<file path="config.mk">
export PLATFORM = sky130hd
export DESIGN_NAME = polygon_clip_to_rectangle
export DESIGN_NICKNAME = d
export VERILOG_FILES = /design/src/pctr_pkg.sv /design/src/polygon_clip_to_rectangle.sv /design/src/pctr_muldiv.sv
export VERILOG_INCLUDE_DIRS = /design/src /design/src/src
export SDC_FILE = /design/constraint.sdc
export NUM_CORES = 2
export LEC_CHECK = 0
export BUFFER_PORTS_ARGS = -buffer_cell sky130_fd_sc_hd__buf_2
export CORE_ASPECT_RATIO = 0.8
export CORE_UTILIZATION = 45
export CTS_BUF_LIST = sky130_fd_sc_hd__clkbuf_2
export DETAILED_ROUTE_END_ITERATION = 7
export PLACE_DENSITY = 0.64
export SLEW_MARGIN = 5
export SYNTH_ARGS = -nofsm -noshare
export SYNTH_HDL_FRONTEND = slang
export SYNTH_SLANG_ARGS = --single-unit
</file>
<file path="constraint.sdc">
create_clock -name clk -period 5.9 [get_ports clk]
set_input_delay 0.295 -clock clk [delete_from_list [all_inputs] [get_ports clk]]
set_output_delay 0.295 -clock clk [all_outputs]
set_load 0.1 [all_outputs]
</file>
<file path="src/polygon_clip_to_rectangle_macros.svh">
// Assertion macros shared by the polygon clipper RTL.
`ifndef POLYGON_CLIP_TO_RECTANGLE_MACROS_SVH
`define POLYGON_CLIP_TO_RECTANGLE_MACROS_SVH

// Same-cycle implication, checked out of reset.
`define PCTR_ASSERT_NOW(lbl, ante, cons, msg) \
  lbl: assert property (@(posedge clk) disable iff (!rst_n) (ante) |-> (cons)) else $error(msg);

// Next-cycle implication, checked out of reset.
`define PCTR_ASSERT_NEXT(lbl, ante, cons, msg) \
  lbl: assert property (@(posedge clk) disable iff (!rst_n) (ante) |=> (cons)) else $error(msg);

`endif

</file>
<file path="src/pctr_pkg.sv">
// Types, constants and helpers for the polygon clipper.
package pctr_pkg;

  localparam int COORD_BITS  = 16;
  localparam int DIFF_BITS   = COORD_BITS + 1;
  localparam int PROD_BITS   = 2 * DIFF_BITS;
  localparam int CNT_BITS    = $clog2(PROD_BITS);
  localparam int NUM_STAGES  = 4;
  localparam int STAGE_BITS  = 3;
  localparam int STACK_DEPTH = 8;
  localparam int PTR_BITS    = $clog2(STACK_DEPTH);
  localparam int SP_BITS     = PTR_BITS + 1;

  typedef logic signed [COORD_BITS-1:0] coord_t;
  typedef logic signed [DIFF_BITS-1:0]  diff_t;
  typedef logic signed [PROD_BITS-1:0]  quo_t;

  typedef enum logic [1:0] {
    REG_XMIN = 2'd0,
    REG_YMIN = 2'd1,
    REG_XMAX = 2'd2,
    REG_YMAX = 2'd3
  } cfg_idx_t;

  typedef enum logic [2:0] {
    S_IDLE, S_POP, S_PROC, S_EDGE, S_DIV, S_EMIT, S_CLOSE, S_FINAL
  } seq_state_t;

  typedef enum logic [1:0] {
    MD_IDLE, MD_MUL, MD_DIV
  } md_state_t;

  // request to the shared multiply-divide unit: a*b/d
  typedef struct packed {
    logic  start;
    diff_t a;
    diff_t b;
    diff_t d;
  } md_req_t;

  typedef struct packed {
    logic done;
    quo_t quo;
  } md_rsp_t;

  function automatic diff_t to_diff(coord_t c);
    return diff_t'({c[COORD_BITS-1], c});
  endfunction

endpackage

</file>
<file path="src/polygon_clip_to_rectangle.sv">
// Polygon clipper top level: boundary sequencer, window registers, output register.
// Clips a polygon, one vertex per request, against the window through four
// boundary stages (left, right, bottom, top); boundary points count as inside.
// A vertex runs through a small work stack: each stage visit passes through the
// pop and process states, and each crossing point also waits on the shared
// multiply-divide unit (one product, then 34 restoring divide steps, one bit a
// cycle, then a registered done flag hands back the quotient). A closing vertex
// also walks the closing edge of each stage, after its own stage visits.
// in_stall is high while a vertex is in work. Each clipped vertex is delivered
// once the next one is known; the last carries out_polygon_end, and an empty
// result gives one request with out_polygon_empty set and zero coordinates.
`include "polygon_clip_to_rectangle_macros.svh"

module polygon_clip_to_rectangle (
  input  logic                   clk,
  input  logic                   rst_n,
  input  logic                   cfg_valid,
  output logic                   cfg_ready,
  input  pctr_pkg::cfg_idx_t     cfg_index,
  input  pctr_pkg::coord_t       cfg_data,
  input  logic                   in_valid,
  output logic                   in_stall,
  input  pctr_pkg::coord_t       in_vertex_x,
  input  pctr_pkg::coord_t       in_vertex_y,
  input  logic                   in_final_vertex,
  output logic                   out_valid,
  input  logic                   out_stall,
  output pctr_pkg::coord_t       out_x,
  output pctr_pkg::coord_t       out_y,
  output logic                   out_polygon_end,
  output logic                   out_polygon_empty
);

  localparam int NS = pctr_pkg::NUM_STAGES;
  localparam int SD = pctr_pkg::STACK_DEPTH;

  pctr_pkg::seq_state_t state_r, state_nxt;
  pctr_pkg::coord_t xmin_r, ymin_r, xmax_r, ymax_r;

  // work stack of pending stage visits
  logic [pctr_pkg::STAGE_BITS-1:0] stk_s_r [SD];
  logic [pctr_pkg::STAGE_BITS-1:0] stk_s_nxt [SD];
  pctr_pkg::coord_t stk_x_r [SD], stk_x_nxt [SD], stk_y_r [SD], stk_y_nxt [SD];
  logic [pctr_pkg::SP_BITS-1:0] sp_r, sp_nxt;
  logic [pctr_pkg::PTR_BITS-1:0] top_ptr;

  // per-stage state
  pctr_pkg::coord_t first_x_r [NS], first_x_nxt [NS], first_y_r [NS], first_y_nxt [NS];
  pctr_pkg::coord_t prev_x_r [NS], prev_x_nxt [NS], prev_y_r [NS], prev_y_nxt [NS];
  logic [NS-1:0] started_r, started_nxt;
  logic [1:0] idx;

  // current visit, edge and crossing
  logic [pctr_pkg::STAGE_BITS-1:0] cur_s_r, cur_s_nxt;
  pctr_pkg::coord_t cur_x_r, cur_x_nxt, cur_y_r, cur_y_nxt;
  logic [1:0] e_s_r, e_s_nxt;
  pctr_pkg::coord_t px_r, px_nxt, py_r, py_nxt, qx_r, qx_nxt, qy_r, qy_nxt;
  pctr_pkg::coord_t c_r, c_nxt, base_r, base_nxt;
  logic final_r, final_nxt;
  logic [pctr_pkg::STAGE_BITS-1:0] cs_r, cs_nxt;

  // held result vertex
  logic any_r, any_nxt;
  pctr_pkg::coord_t pend_x_r, pend_x_nxt, pend_y_r, pend_y_nxt;

  // output register
  logic out_valid_r, out_valid_nxt, out_end_r, out_end_nxt, out_empty_r, out_empty_nxt;
  pctr_pkg::coord_t out_x_r, out_x_nxt, out_y_r, out_y_nxt;
  logic out_free;

  pctr_pkg::md_req_t md_req;
  pctr_pkg::md_rsp_t md_rsp;
  logic ip, iq;
  pctr_pkg::coord_t edge_c, cross_v;

  pctr_muldiv u_muldiv (
    .clk   (clk),
    .rst_n (rst_n),
    .req   (md_req),
    .rsp   (md_rsp)
  );

  assign cfg_ready = 1'b1;
  assign in_stall  = (state_r != pctr_pkg::S_IDLE);
  assign out_free  = !out_valid_r || !out_stall;
  assign top_ptr   = pctr_pkg::PTR_BITS'(sp_r - 1'b1);
  assign idx       = (state_r == pctr_pkg::S_CLOSE) ? cs_r[1:0] : cur_s_r[1:0];

  // inside tests and boundary value of the edge's stage
  always_comb begin
    case (e_s_r)
      2'd0: begin
        ip = px_r >= xmin_r;
        iq = qx_r >= xmin_r;
        edge_c = xmin_r;
      end
      2'd1: begin
        ip = px_r <= xmax_r;
        iq = qx_r <= xmax_r;
        edge_c = xmax_r;
      end
      2'd2: begin
        ip = py_r >= ymin_r;
        iq = qy_r >= ymin_r;
        edge_c = ymin_r;
      end
      default: begin
        ip = py_r <= ymax_r;
        iq = qy_r <= ymax_r;
        edge_c = ymax_r;
      end
    endcase
  end

  // operands of the crossing: a*b/d added to base
  always_comb begin
    md_req.start = 1'b0;
    if (!e_s_r[1]) begin
      md_req.a = pctr_pkg::diff_t'(pctr_pkg::to_diff(qy_r) - pctr_pkg::to_diff(py_r));
      md_req.b = pctr_pkg::diff_t'(pctr_pkg::to_diff(edge_c) - pctr_pkg::to_diff(px_r));
      md_req.d = pctr_pkg::diff_t'(pctr_pkg::to_diff(qx_r) - pctr_pkg::to_diff(px_r));
    end else begin
      md_req.a = pctr_pkg::diff_t'(pctr_pkg::to_diff(qx_r) - pctr_pkg::to_diff(px_r));
      md_req.b = pctr_pkg::diff_t'(pctr_pkg::to_diff(edge_c) - pctr_pkg::to_diff(py_r));
      md_req.d = pctr_pkg::diff_t'(pctr_pkg::to_diff(qy_r) - pctr_pkg::to_diff(py_r));
    end
    if (state_r == pctr_pkg::S_EDGE && ip != iq) begin
      md_req.start = 1'b1;
    end
  end

  assign cross_v = pctr_pkg::coord_t'(pctr_pkg::quo_t'(base_r) + md_rsp.quo);

  // sequencer
  always_comb begin
    state_nxt = state_r;
    stk_s_nxt = stk_s_r;
    stk_x_nxt = stk_x_r;
    stk_y_nxt = stk_y_r;
    sp_nxt = sp_r;
    first_x_nxt = first_x_r;
    first_y_nxt = first_y_r;
    prev_x_nxt = prev_x_r;
    prev_y_nxt = prev_y_r;
    started_nxt = started_r;
    cur_s_nxt = cur_s_r;
    cur_x_nxt = cur_x_r;
    cur_y_nxt = cur_y_r;
    e_s_nxt = e_s_r;
    px_nxt = px_r;
    py_nxt = py_r;
    qx_nxt = qx_r;
    qy_nxt = qy_r;
    c_nxt = c_r;
    base_nxt = base_r;
    final_nxt = final_r;
    cs_nxt = cs_r;
    any_nxt = any_r;
    pend_x_nxt = pend_x_r;
    pend_y_nxt = pend_y_r;
    out_valid_nxt = out_valid_r && out_stall;
    out_x_nxt = out_x_r;
    out_y_nxt = out_y_r;
    out_end_nxt = out_end_r;
    out_empty_nxt = out_empty_r;
    case (state_r)
      pctr_pkg::S_IDLE: begin
        if (in_valid) begin
          stk_s_nxt[0] = '0;
          stk_x_nxt[0] = in_vertex_x;
          stk_y_nxt[0] = in_vertex_y;
          sp_nxt = pctr_pkg::SP_BITS'(1);
          final_nxt = in_final_vertex;
          cs_nxt = '0;
          state_nxt = pctr_pkg::S_POP;
        end
      end
      pctr_pkg::S_POP: begin
        if (sp_r == '0) begin
          state_nxt = final_r ? pctr_pkg::S_CLOSE : pctr_pkg::S_IDLE;
        end else begin
          cur_s_nxt = stk_s_r[top_ptr];
          cur_x_nxt = stk_x_r[top_ptr];
          cur_y_nxt = stk_y_r[top_ptr];
          sp_nxt = sp_r - 1'b1;
          state_nxt = pctr_pkg::S_PROC;
        end
      end
      pctr_pkg::S_PROC: begin
        if (cur_s_r == pctr_pkg::STAGE_BITS'(NS)) begin
          // result stage: hold the vertex, release the older one
          if (any_r) begin
            state_nxt = pctr_pkg::S_EMIT;
          end else begin
            pend_x_nxt = cur_x_r;
            pend_y_nxt = cur_y_r;
            any_nxt = 1'b1;
            state_nxt = pctr_pkg::S_POP;
          end
        end else if (!started_r[idx]) begin
          started_nxt[idx] = 1'b1;
          first_x_nxt[idx] = cur_x_r;
          first_y_nxt[idx] = cur_y_r;
          prev_x_nxt[idx] = cur_x_r;
          prev_y_nxt[idx] = cur_y_r;
          state_nxt = pctr_pkg::S_POP;
        end else begin
          e_s_nxt = idx;
          px_nxt = prev_x_r[idx];
          py_nxt = prev_y_r[idx];
          qx_nxt = cur_x_r;
          qy_nxt = cur_y_r;
          prev_x_nxt[idx] = cur_x_r;
          prev_y_nxt[idx] = cur_y_r;
          state_nxt = pctr_pkg::S_EDGE;
        end
      end
      pctr_pkg::S_EDGE: begin
        // push the end point first so the crossing is visited before it
        if (iq) begin
          stk_s_nxt[sp_r[pctr_pkg::PTR_BITS-1:0]] = pctr_pkg::STAGE_BITS'(e_s_r) + 1'b1;
          stk_x_nxt[sp_r[pctr_pkg::PTR_BITS-1:0]] = qx_r;
          stk_y_nxt[sp_r[pctr_pkg::PTR_BITS-1:0]] = qy_r;
          sp_nxt = sp_r + 1'b1;
        end
        c_nxt = edge_c;
        base_nxt = e_s_r[1] ? px_r : py_r;
        state_nxt = (ip != iq) ? pctr_pkg::S_DIV : pctr_pkg::S_POP;
      end
      pctr_pkg::S_DIV: begin
        if (md_rsp.done) begin
          stk_s_nxt[sp_r[pctr_pkg::PTR_BITS-1:0]] = pctr_pkg::STAGE_BITS'(e_s_r) + 1'b1;
          stk_x_nxt[sp_r[pctr_pkg::PTR_BITS-1:0]] = e_s_r[1] ? cross_v : c_r;
          stk_y_nxt[sp_r[pctr_pkg::PTR_BITS-1:0]] = e_s_r[1] ? c_r : cross_v;
          sp_nxt = sp_r + 1'b1;
          state_nxt = pctr_pkg::S_POP;
        end
      end
      pctr_pkg::S_EMIT: begin
        if (out_free) begin
          out_valid_nxt = 1'b1;
          out_x_nxt = pend_x_r;
          out_y_nxt = pend_y_r;
          out_end_nxt = 1'b0;
          out_empty_nxt = 1'b0;
          pend_x_nxt = cur_x_r;
          pend_y_nxt = cur_y_r;
          state_nxt = pctr_pkg::S_POP;
        end
      end
      pctr_pkg::S_CLOSE: begin
        // walk the closing edge of each stage in turn
        if (cs_r == pctr_pkg::STAGE_BITS'(NS)) begin
          state_nxt = pctr_pkg::S_FINAL;
        end else begin
          cs_nxt = cs_r + 1'b1;
          if (started_r[idx]) begin
            e_s_nxt = idx;
            px_nxt = prev_x_r[idx];
            py_nxt = prev_y_r[idx];
            qx_nxt = first_x_r[idx];
            qy_nxt = first_y_r[idx];
            started_nxt[idx] = 1'b0;
            state_nxt = pctr_pkg::S_EDGE;
          end
        end
      end
      pctr_pkg::S_FINAL: begin
        if (out_free) begin
          out_valid_nxt = 1'b1;
          out_x_nxt = any_r ? pend_x_r : '0;
          out_y_nxt = any_r ? pend_y_r : '0;
          out_end_nxt = 1'b1;
          out_empty_nxt = !any_r;
          any_nxt = 1'b0;
          pend_x_nxt = '0;
          pend_y_nxt = '0;
          state_nxt = pctr_pkg::S_IDLE;
        end
      end
      default: state_nxt = pctr_pkg::S_IDLE;
    endcase
  end

  // state register and control
  always_ff @(posedge clk) begin
    if (!rst_n) begin
      state_r <= pctr_pkg::S_IDLE;
      sp_r <= '0;
      started_r <= '0;
      any_r <= 1'b0;
      final_r <= 1'b0;
      cs_r <= '0;
      out_valid_r <= 1'b0;
      pend_x_r <= '0;
      pend_y_r <= '0;
      for (int i = 0; i < NS; i++) begin
        first_x_r[i] <= '0;
        first_y_r[i] <= '0;
        prev_x_r[i] <= '0;
        prev_y_r[i] <= '0;
      end
    end else begin
      state_r <= state_nxt;
      sp_r <= sp_nxt;
      started_r <= started_nxt;
      any_r <= any_nxt;
      final_r <= final_nxt;
      cs_r <= cs_nxt;
      out_valid_r <= out_valid_nxt;
      pend_x_r <= pend_x_nxt;
      pend_y_r <= pend_y_nxt;
      first_x_r <= first_x_nxt;
      first_y_r <= first_y_nxt;
      prev_x_r <= prev_x_nxt;
      prev_y_r <= prev_y_nxt;
    end
  end

  // payload registers
  always_ff @(posedge clk) begin
    stk_s_r <= stk_s_nxt;
    stk_x_r <= stk_x_nxt;
    stk_y_r <= stk_y_nxt;
    cur_s_r <= cur_s_nxt;
    cur_x_r <= cur_x_nxt;
    cur_y_r <= cur_y_nxt;
    e_s_r <= e_s_nxt;
    px_r <= px_nxt;
    py_r <= py_nxt;
    qx_r <= qx_nxt;
    qy_r <= qy_nxt;
    c_r <= c_nxt;
    base_r <= base_nxt;
    out_x_r <= out_x_nxt;
    out_y_r <= out_y_nxt;
    out_end_r <= out_end_nxt;
    out_empty_r <= out_empty_nxt;
  end

  // window registers
  always_ff @(posedge clk) begin
    if (!rst_n) begin
      xmin_r <= {1'b1, {(pctr_pkg::COORD_BITS-1){1'b0}}};
      ymin_r <= {1'b1, {(pctr_pkg::COORD_BITS-1){1'b0}}};
      xmax_r <= {1'b0, {(pctr_pkg::COORD_BITS-1){1'b1}}};
      ymax_r <= {1'b0, {(pctr_pkg::COORD_BITS-1){1'b1}}};
    end else if (cfg_valid && cfg_ready) begin
      case (cfg_index)
        pctr_pkg::REG_XMIN: xmin_r <= cfg_data;
        pctr_pkg::REG_YMIN: ymin_r <= cfg_data;
        pctr_pkg::REG_XMAX: xmax_r <= cfg_data;
        pctr_pkg::REG_YMAX: ymax_r <= cfg_data;
        default: xmin_r <= xmin_r;
      endcase
    end
  end

  assign out_valid         = out_valid_r;
  assign out_x             = out_x_r;
  assign out_y             = out_y_r;
  assign out_polygon_end   = out_end_r;
  assign out_polygon_empty = out_empty_r;

  `PCTR_ASSERT_NOW(a_idle_stack_empty, state_r == pctr_pkg::S_IDLE, sp_r == '0, "stack not empty at idle")
  `PCTR_ASSERT_NOW(a_stack_bound, 1'b1, sp_r <= pctr_pkg::SP_BITS'(SD), "work stack overflow")
  `PCTR_ASSERT_NEXT(a_final_clears, state_r == pctr_pkg::S_FINAL && out_free, !any_r && out_valid_r && out_end_r, "close did not flush held vertex")

endmodule

</file>
<file path="src/pctr_muldiv.sv">
// Shared multiply then restoring divide unit, one quotient bit per cycle.
module pctr_muldiv (
  input  logic              clk,
  input  logic              rst_n,
  input  pctr_pkg::md_req_t req,
  output pctr_pkg::md_rsp_t rsp
);

  localparam int W = pctr_pkg::DIFF_BITS;
  localparam int P = pctr_pkg::PROD_BITS;

  pctr_pkg::md_state_t state_r, state_nxt;
  logic [W-1:0] ua_r, ua_nxt, ub_r, ub_nxt, ud_r, ud_nxt;
  logic [P-1:0] dvd_r, dvd_nxt;
  logic [W-1:0] rem_r, rem_nxt;
  logic [pctr_pkg::CNT_BITS-1:0] cnt_r, cnt_nxt;
  logic neg_r, neg_nxt;
  logic done_r, done_nxt;
  logic [W:0] rem_sh;
  logic ge;

  // one restoring step
  assign rem_sh = {rem_r, dvd_r[P-1]};
  assign ge     = rem_sh >= {1'b0, ud_r};

  always_comb begin
    state_nxt = state_r;
    ua_nxt = ua_r;
    ub_nxt = ub_r;
    ud_nxt = ud_r;
    dvd_nxt = dvd_r;
    rem_nxt = rem_r;
    cnt_nxt = cnt_r;
    neg_nxt = neg_r;
    done_nxt = 1'b0;
    case (state_r)
      pctr_pkg::MD_IDLE: begin
        if (req.start) begin
          ua_nxt = req.a[W-1] ? W'(-req.a) : W'(req.a);
          ub_nxt = req.b[W-1] ? W'(-req.b) : W'(req.b);
          ud_nxt = req.d[W-1] ? W'(-req.d) : W'(req.d);
          neg_nxt = (req.a[W-1] ^ req.b[W-1]) ^ req.d[W-1];
          state_nxt = pctr_pkg::MD_MUL;
        end
      end
      pctr_pkg::MD_MUL: begin
        dvd_nxt = ua_r * ub_r;
        rem_nxt = '0;
        cnt_nxt = '0;
        state_nxt = pctr_pkg::MD_DIV;
      end
      pctr_pkg::MD_DIV: begin
        rem_nxt = ge ? W'(rem_sh - {1'b0, ud_r}) : rem_sh[W-1:0];
        dvd_nxt = {dvd_r[P-2:0], ge};
        cnt_nxt = cnt_r + 1'b1;
        if (cnt_r == pctr_pkg::CNT_BITS'(P - 1)) begin
          done_nxt = 1'b1;
          state_nxt = pctr_pkg::MD_IDLE;
        end
      end
      default: state_nxt = pctr_pkg::MD_IDLE;
    endcase
  end

  always_ff @(posedge clk) begin
    if (!rst_n) begin
      state_r <= pctr_pkg::MD_IDLE;
      done_r <= 1'b0;
    end else begin
      state_r <= state_nxt;
      done_r <= done_nxt;
    end
    ua_r <= ua_nxt;
    ub_r <= ub_nxt;
    ud_r <= ud_nxt;
    dvd_r <= dvd_nxt;
    rem_r <= rem_nxt;
    cnt_r <= cnt_nxt;
    neg_r <= neg_nxt;
  end

  assign rsp.done = done_r;
  assign rsp.quo  = neg_r ? pctr_pkg::quo_t'(-dvd_r) : pctr_pkg::quo_t'(dvd_r);

endmodule
</file>
After elaboration in Yosys (flattened, before gate mapping)
Cells that the tools add are included.
- bits in registers: 928
- $lt $le $gt $ge: 16
- bitwise gates (word level): 11
- $mul: 1
- add/sub/neg operators: 15
- eq/ne operators: 34
- mux-type cells: 149
- reduce and logical (&&, ||, !) cells: 47
- operators by type and width (kind ; count):
    16-bit two-way mux ; 50
    128-bit bitwise mux ; 4
    128-bit two-way mux ; 4
    112-bit case mux with 2 select lines ; 2
    64-bit bitwise mux ; 4
    16-bit case mux with 3 select lines ; 5
    16-bit case mux with 2 select lines ; 6
    16-bit binary-select mux with 2-bit select ; 4
    16-bit binary-select mux with 3-bit select ; 2
    34-bit case mux with 2 select lines ; 1
    16-bit by 16-bit subtractor with 17-bit output ; 4
    16-bit greater-or-equal comparator ; 4
    16-bit less-or-equal comparator ; 4
    51-bit two-way mux ; 1
    17-bit negator ; 3
    16-bit demux with 3-bit select ; 1
    24-bit two-way mux ; 2
    3-bit two-way mux ; 16
    21-bit case mux with 2 select lines ; 1
    17-bit by 17-bit multiplier with 34-bit output ; 1
    17-bit case mux with 2 select lines ; 1
    16-bit demux with 2-bit select ; 1
    4-bit two-way mux ; 8
    5-bit AND reduction ; 5
    other kinds (63) ; 139

Longest topological paths before layout
- word-level depth: 11
- mapped depth: 25

By module
Synthesis repeated with hierarchy kept, for this count alone.
- cells, all modules: 6131
- area total of the unflattened synthesis: 57395.0 µm²
- modules (own cells, without submodules) (module ; area an instance (µm²) ; instances ; cells an instance):
    polygon_clip_to_rectangle ; 40894.2 ; 1 ; 4317
    pctr_muldiv ; 16500.8 ; 1 ; 1814

Worst setup path after synthesis
Ideal clock, no wire load.
- path kind: register -> register
- start point: register u_muldiv.ub_r[9]
- end point: register u_muldiv.dvd_r[32] (data pin)
- data arrival time: 6173 ps
- library setup time: 261 ps
- path slack: -534 ps
- cell stages (with the launch flop): 24
- buffers on the path: 2
- data required time: 5639 ps
- period minus slack after synthesis: 6434 ps
- path through: edfxtp_1 > clkbuf_1 > clkbuf_1 > nand2_1 > fa_1 > inv_1 > fa_1 > inv_1 > fa_1 > inv_1 > fa_1 > fa_1 > inv_1 > fa_1 > inv_1 > ha_1 > and4_1 > and4_1 > o211ai_1 > a2111oi_0 > o31ai_1 > a21boi_0 > a21oi_1 > a311o_1
- cells in the longest elaborated chain, start to end: 2
- RTL lines (item ; RTL line ; source):
    from (decl) ; pctr_muldiv.sv:13 ; logic [W-1:0] ua_r, ua_nxt, ub_r, ub_nxt, ud_r, ud_nxt;
    from (signal assigned) ; pctr_muldiv.sv:74 ; ub_r <= ub_nxt;
    17-bit by 17-bit multiplier with 34-bit output ; pctr_muldiv.sv:47 ; dvd_nxt = ua_r * ub_r;
    34-bit case mux with 2 select lines ; pctr_muldiv.sv:36 ; case (state_r)
    named net u_muldiv.dvd_nxt[32] ; pctr_muldiv.sv:14 ; logic [P-1:0] dvd_r, dvd_nxt;
    to (signal assigned) ; pctr_muldiv.sv:76 ; dvd_r <= dvd_nxt;
    to (decl) ; pctr_muldiv.sv:14 ;
The timed path passes the listed nets, and every way through them passes these cells.
A chain may end at the register's enable or synchronous reset.

Worst setup path after layout
- start point: register u_muldiv.ua_r[4]
- end point: register u_muldiv.dvd_r[32] (data pin)
- cells in the longest elaborated chain, start to end: 2
- RTL lines (item ; RTL line ; source):
    from (decl) ; pctr_muldiv.sv:13 ;
    from (signal assigned) ; pctr_muldiv.sv:73 ; ua_r <= ua_nxt;
    17-bit by 17-bit multiplier with 34-bit output ; pctr_muldiv.sv:47 ;
    34-bit case mux with 2 select lines ; pctr_muldiv.sv:36 ;
    named net u_muldiv.dvd_nxt[32] ; pctr_muldiv.sv:14 ;
The timed path passes the listed nets, and every way through them passes these cells.

==> qor.yml <==
synth_nets: 6675
rsz0062_at_grt: "true"
worstMarginPinSlew_ps: 1107
worstHoldPathType: "primary input to register"
grt_busiest_layer: "met1"
timing.hold.ws_ps: 203.9
fin_skew_ps: 124.0
die-area_um2: 130000
pin_count: 93
worstSetupPathType: "register to register"
crit_arrival_ps: 7650
wl_per_cell_um: 22.69
grt_pass1_vias: 45213
cp-startpoint: "u_muldiv.ua_r[4]$_DFFE_PP_"
wl_um: 187700
seq_area_frac_synth: 0.4172
post-route-min-period_ps: 6313
stdcell_count: 8274
crit_path_start_kind: "register"
use_met2: 0.4054
period_share: 1.070
vias_per_cell: 5.754
final_antenna_net_count: 0
htreeDepth: 4
num-nets-final: 7033
nFillCells: 11755
die_w_um: 402.9
drc: 1
hpwl_um: 127800
via_count: 47605
hold_viol_final: 0
setup_viol_count_final: 14
gp_congestion: 0.9611
worstPathRequired_ps: 7240
yosysWarnings: 0
power.density_nw_per_um2: 232.8
synth_largest_area_cell: "edfxtp_1"
multi_input_area_um2: 31390
clk_pin_slew_ps: 120
drive_above_1_share: 0.1496
antenna_found_initial: 13
postSynthAreaPerCell_um2: 9.553
timing.fmax_ghz: 0.1584
yosysMostFrequentCell: "nand2_1"
synth_seq_cells: 928
leakagePower_nw: 25.82
core_region_area_um2: 127400
overflow: 0
fin_ws_ps: -413.4
cts_made_buffers: 227
place_area_um2: 60980
synth.distinct_cells: 91
std_cell_rows: 117
ir_drop_v: 0.0002118
drv_slew: 0
clockRootBuffer: "clkbuf_2"
synth-edff-count: 556
violations: "design-rule violations, negative setup slack"
syn2layout_area_growth_pct: 13.05
design_area_um2: 65420
async_reset_ff_frac: 0
endpoint_kind: "register"
cts_tree: "done"
hp-start: "cfg_data[0]"
synth_common_cells: "nand2_1, edfxtp_1, inv_1"
drtIter0Drc: 5981
clkLatencyLatePin_ps: 1640
ys.flop_type: "edfxtp_1"
start_util: 0.4543
clock_path_buffers: 3
worstReg2RegStart: "u_muldiv.ua_r[4]$_DFFE_PP_"
syn_area_um2: 57860
grt_first_pass_wirelength_um: 279800
grt_max_degree: 205
relSlewSlack: 0.2620
drt-pass1-iter-count: 8
drv_cap: 0
dp_cells: 7661
synthCells: 6057
met3_usage: 0.08751
netlist.area_leader.share: 0.2885
cts.sinks: 928
ff_latch_area_um2: 24150
path_max_fanout: 3
die_h_um: 322.7
post-place-ws_ps: -623.6
numPortBuffers: 91
groute.layer.met1.usage: 0.4141
ys_top_cells_by_area: "edfxtp_1, dfxtp_1, nand2_1"
status: "finished with violations"
grtUsageTotal: 0.2855
==> final cells by class <==
| type | instances | share of cell area |
|---|---|---|
| clock buffers | 339 | 0.02594 |
| clock inverters | 72 | 0.005910 |
| inverters | 450 | 0.02586 |
| multi-input cells | 4323 | 0.4798 |
| diodes | 11 | 0.0004208 |
| repair buffers | 485 | 0.06107 |
| flip-flops and latches | 928 | 0.3691 |
| well taps | 1666 | 0.03187 |
==> cells by family after synthesis <==
| logic type | count (synthesis) | share of synthesized area |
|---|---|---|
| AOI/OAI and AO/OA | 1116 | 0.1329 |
| xor gates and xnor gates | 136 | 0.02059 |
| adders and majority gates | 562 | 0.1512 |
| buffers and inverters | 806 | 0.05276 |
| DFF | 928 | 0.4172 |
| muxes | 199 | 0.05064 |
| other | 1 | 0.00006481 |
| and+or+nand+nor | 2309 | 0.1746 |
==> flip-flops by register name, summed over array words and instances (netlist names), 24 cells and up, named ones only <==
register and cells:
first_y_r 64, u_muldiv.dvd_r 34, stk_x_r 128, stk_y_r 128, prev_x_r 64, stk_s_r 24, first_x_r 64, prev_y_r 64
==> routing by layer <==
metal | wire length (um) | share of wire
met1 | 81630 | 0.43
met2 | 77570 | 0.41
met3 | 23760 | 0.13
met4 | 4716 | 0.025
met5 | 60 | 0.00032
==> worst max-delay path, stage by stage (launching register included) <==
cell and delay (ps):
edfxtp_1 520, buf_6 180, and2_4 160, fa_1 550, fa_1 430, fa_1 510, fa_1 440, fa_1 540
inv_1 60, fa_1 490, inv_2 50, ha_4 270, and4_4 230, and4_4 220, o211ai_1 110, buf_4 180
a2111oi_4 480, o31ai_4 110, a21boi_2 190, a21oi_2 70, a311o_1 260
==> placed cells by master, fill, tap and decap left out, types with 25 or more instances in the layout <==
cell and n:
dfxtp_1 371, clkbuf_2 339, a22oi_1 26, clkinv_1 55
nor2_1 305, a31oi_1 66, mux2_2 50, o21ai_0 155
a222oi_1 27, xor2_1 43, edfxtp_1 556, a21boi_0 309
o21a_1 38, ha_1 318, nand4_1 29, fa_1 220
a21oi_1 160, nor3_1 91, a211oi_1 25, o211ai_1 53
nor2b_1 43, nand3_1 159, mux2i_1 78, and2_1 156
dlygate4sd3_1 151, nand2_1 1316, xnor2_1 90, buf_4 212
or3_1 25, inv_1 426, buf_2 91, a21o_1 55
mux4_2 70, and3_1 48
==> metrics by stage <==
stage | power (mW) | utilization | setup TNS (ps)
floorplan | 9.305 | - | -36.39
global placement | 10.33 | 0.4788 | -4331
detailed placement | 10.36 | 0.4788 | -5171
CTS | 15.02 | 0.5103 | -2391
global route | 15.92 | 0.5135 | -6284
finish | 15.23 | 0.5136 | -3325
==> final timing paths <==
kind	end	slack [ps]	cells past startpoint
setup / recovery	u_muldiv.dvd_r[32]$_DFFE_PP_	-410	20
hold / removal	xmin_r[0]$_SDFFE_PN0P_	200	5
setup reg to reg	u_muldiv.dvd_r[32]$_DFFE_PP_	-410	20
hold reg to reg	first_y_r[14]$_SDFFE_PN0P_	460	2
==> repair_timing <==
item	4_1_cts	5_1_grt
hold buffers	153	0
endpoints found under the setup margin	17	21
resized for setup	60	80
setup buffers	22	18
hold endpoints to repair	473	0
pin swaps	29	47
==> power by group <==
group	switching, mW	internal, mW	total [mW]
Clock	2.76	1.68	4.44
Combinational	1.92	1.53	3.45
Sequential	0.250	7.09	7.34
Total	4.93	10.3	15.2
(Power assumes the default switching activity.)
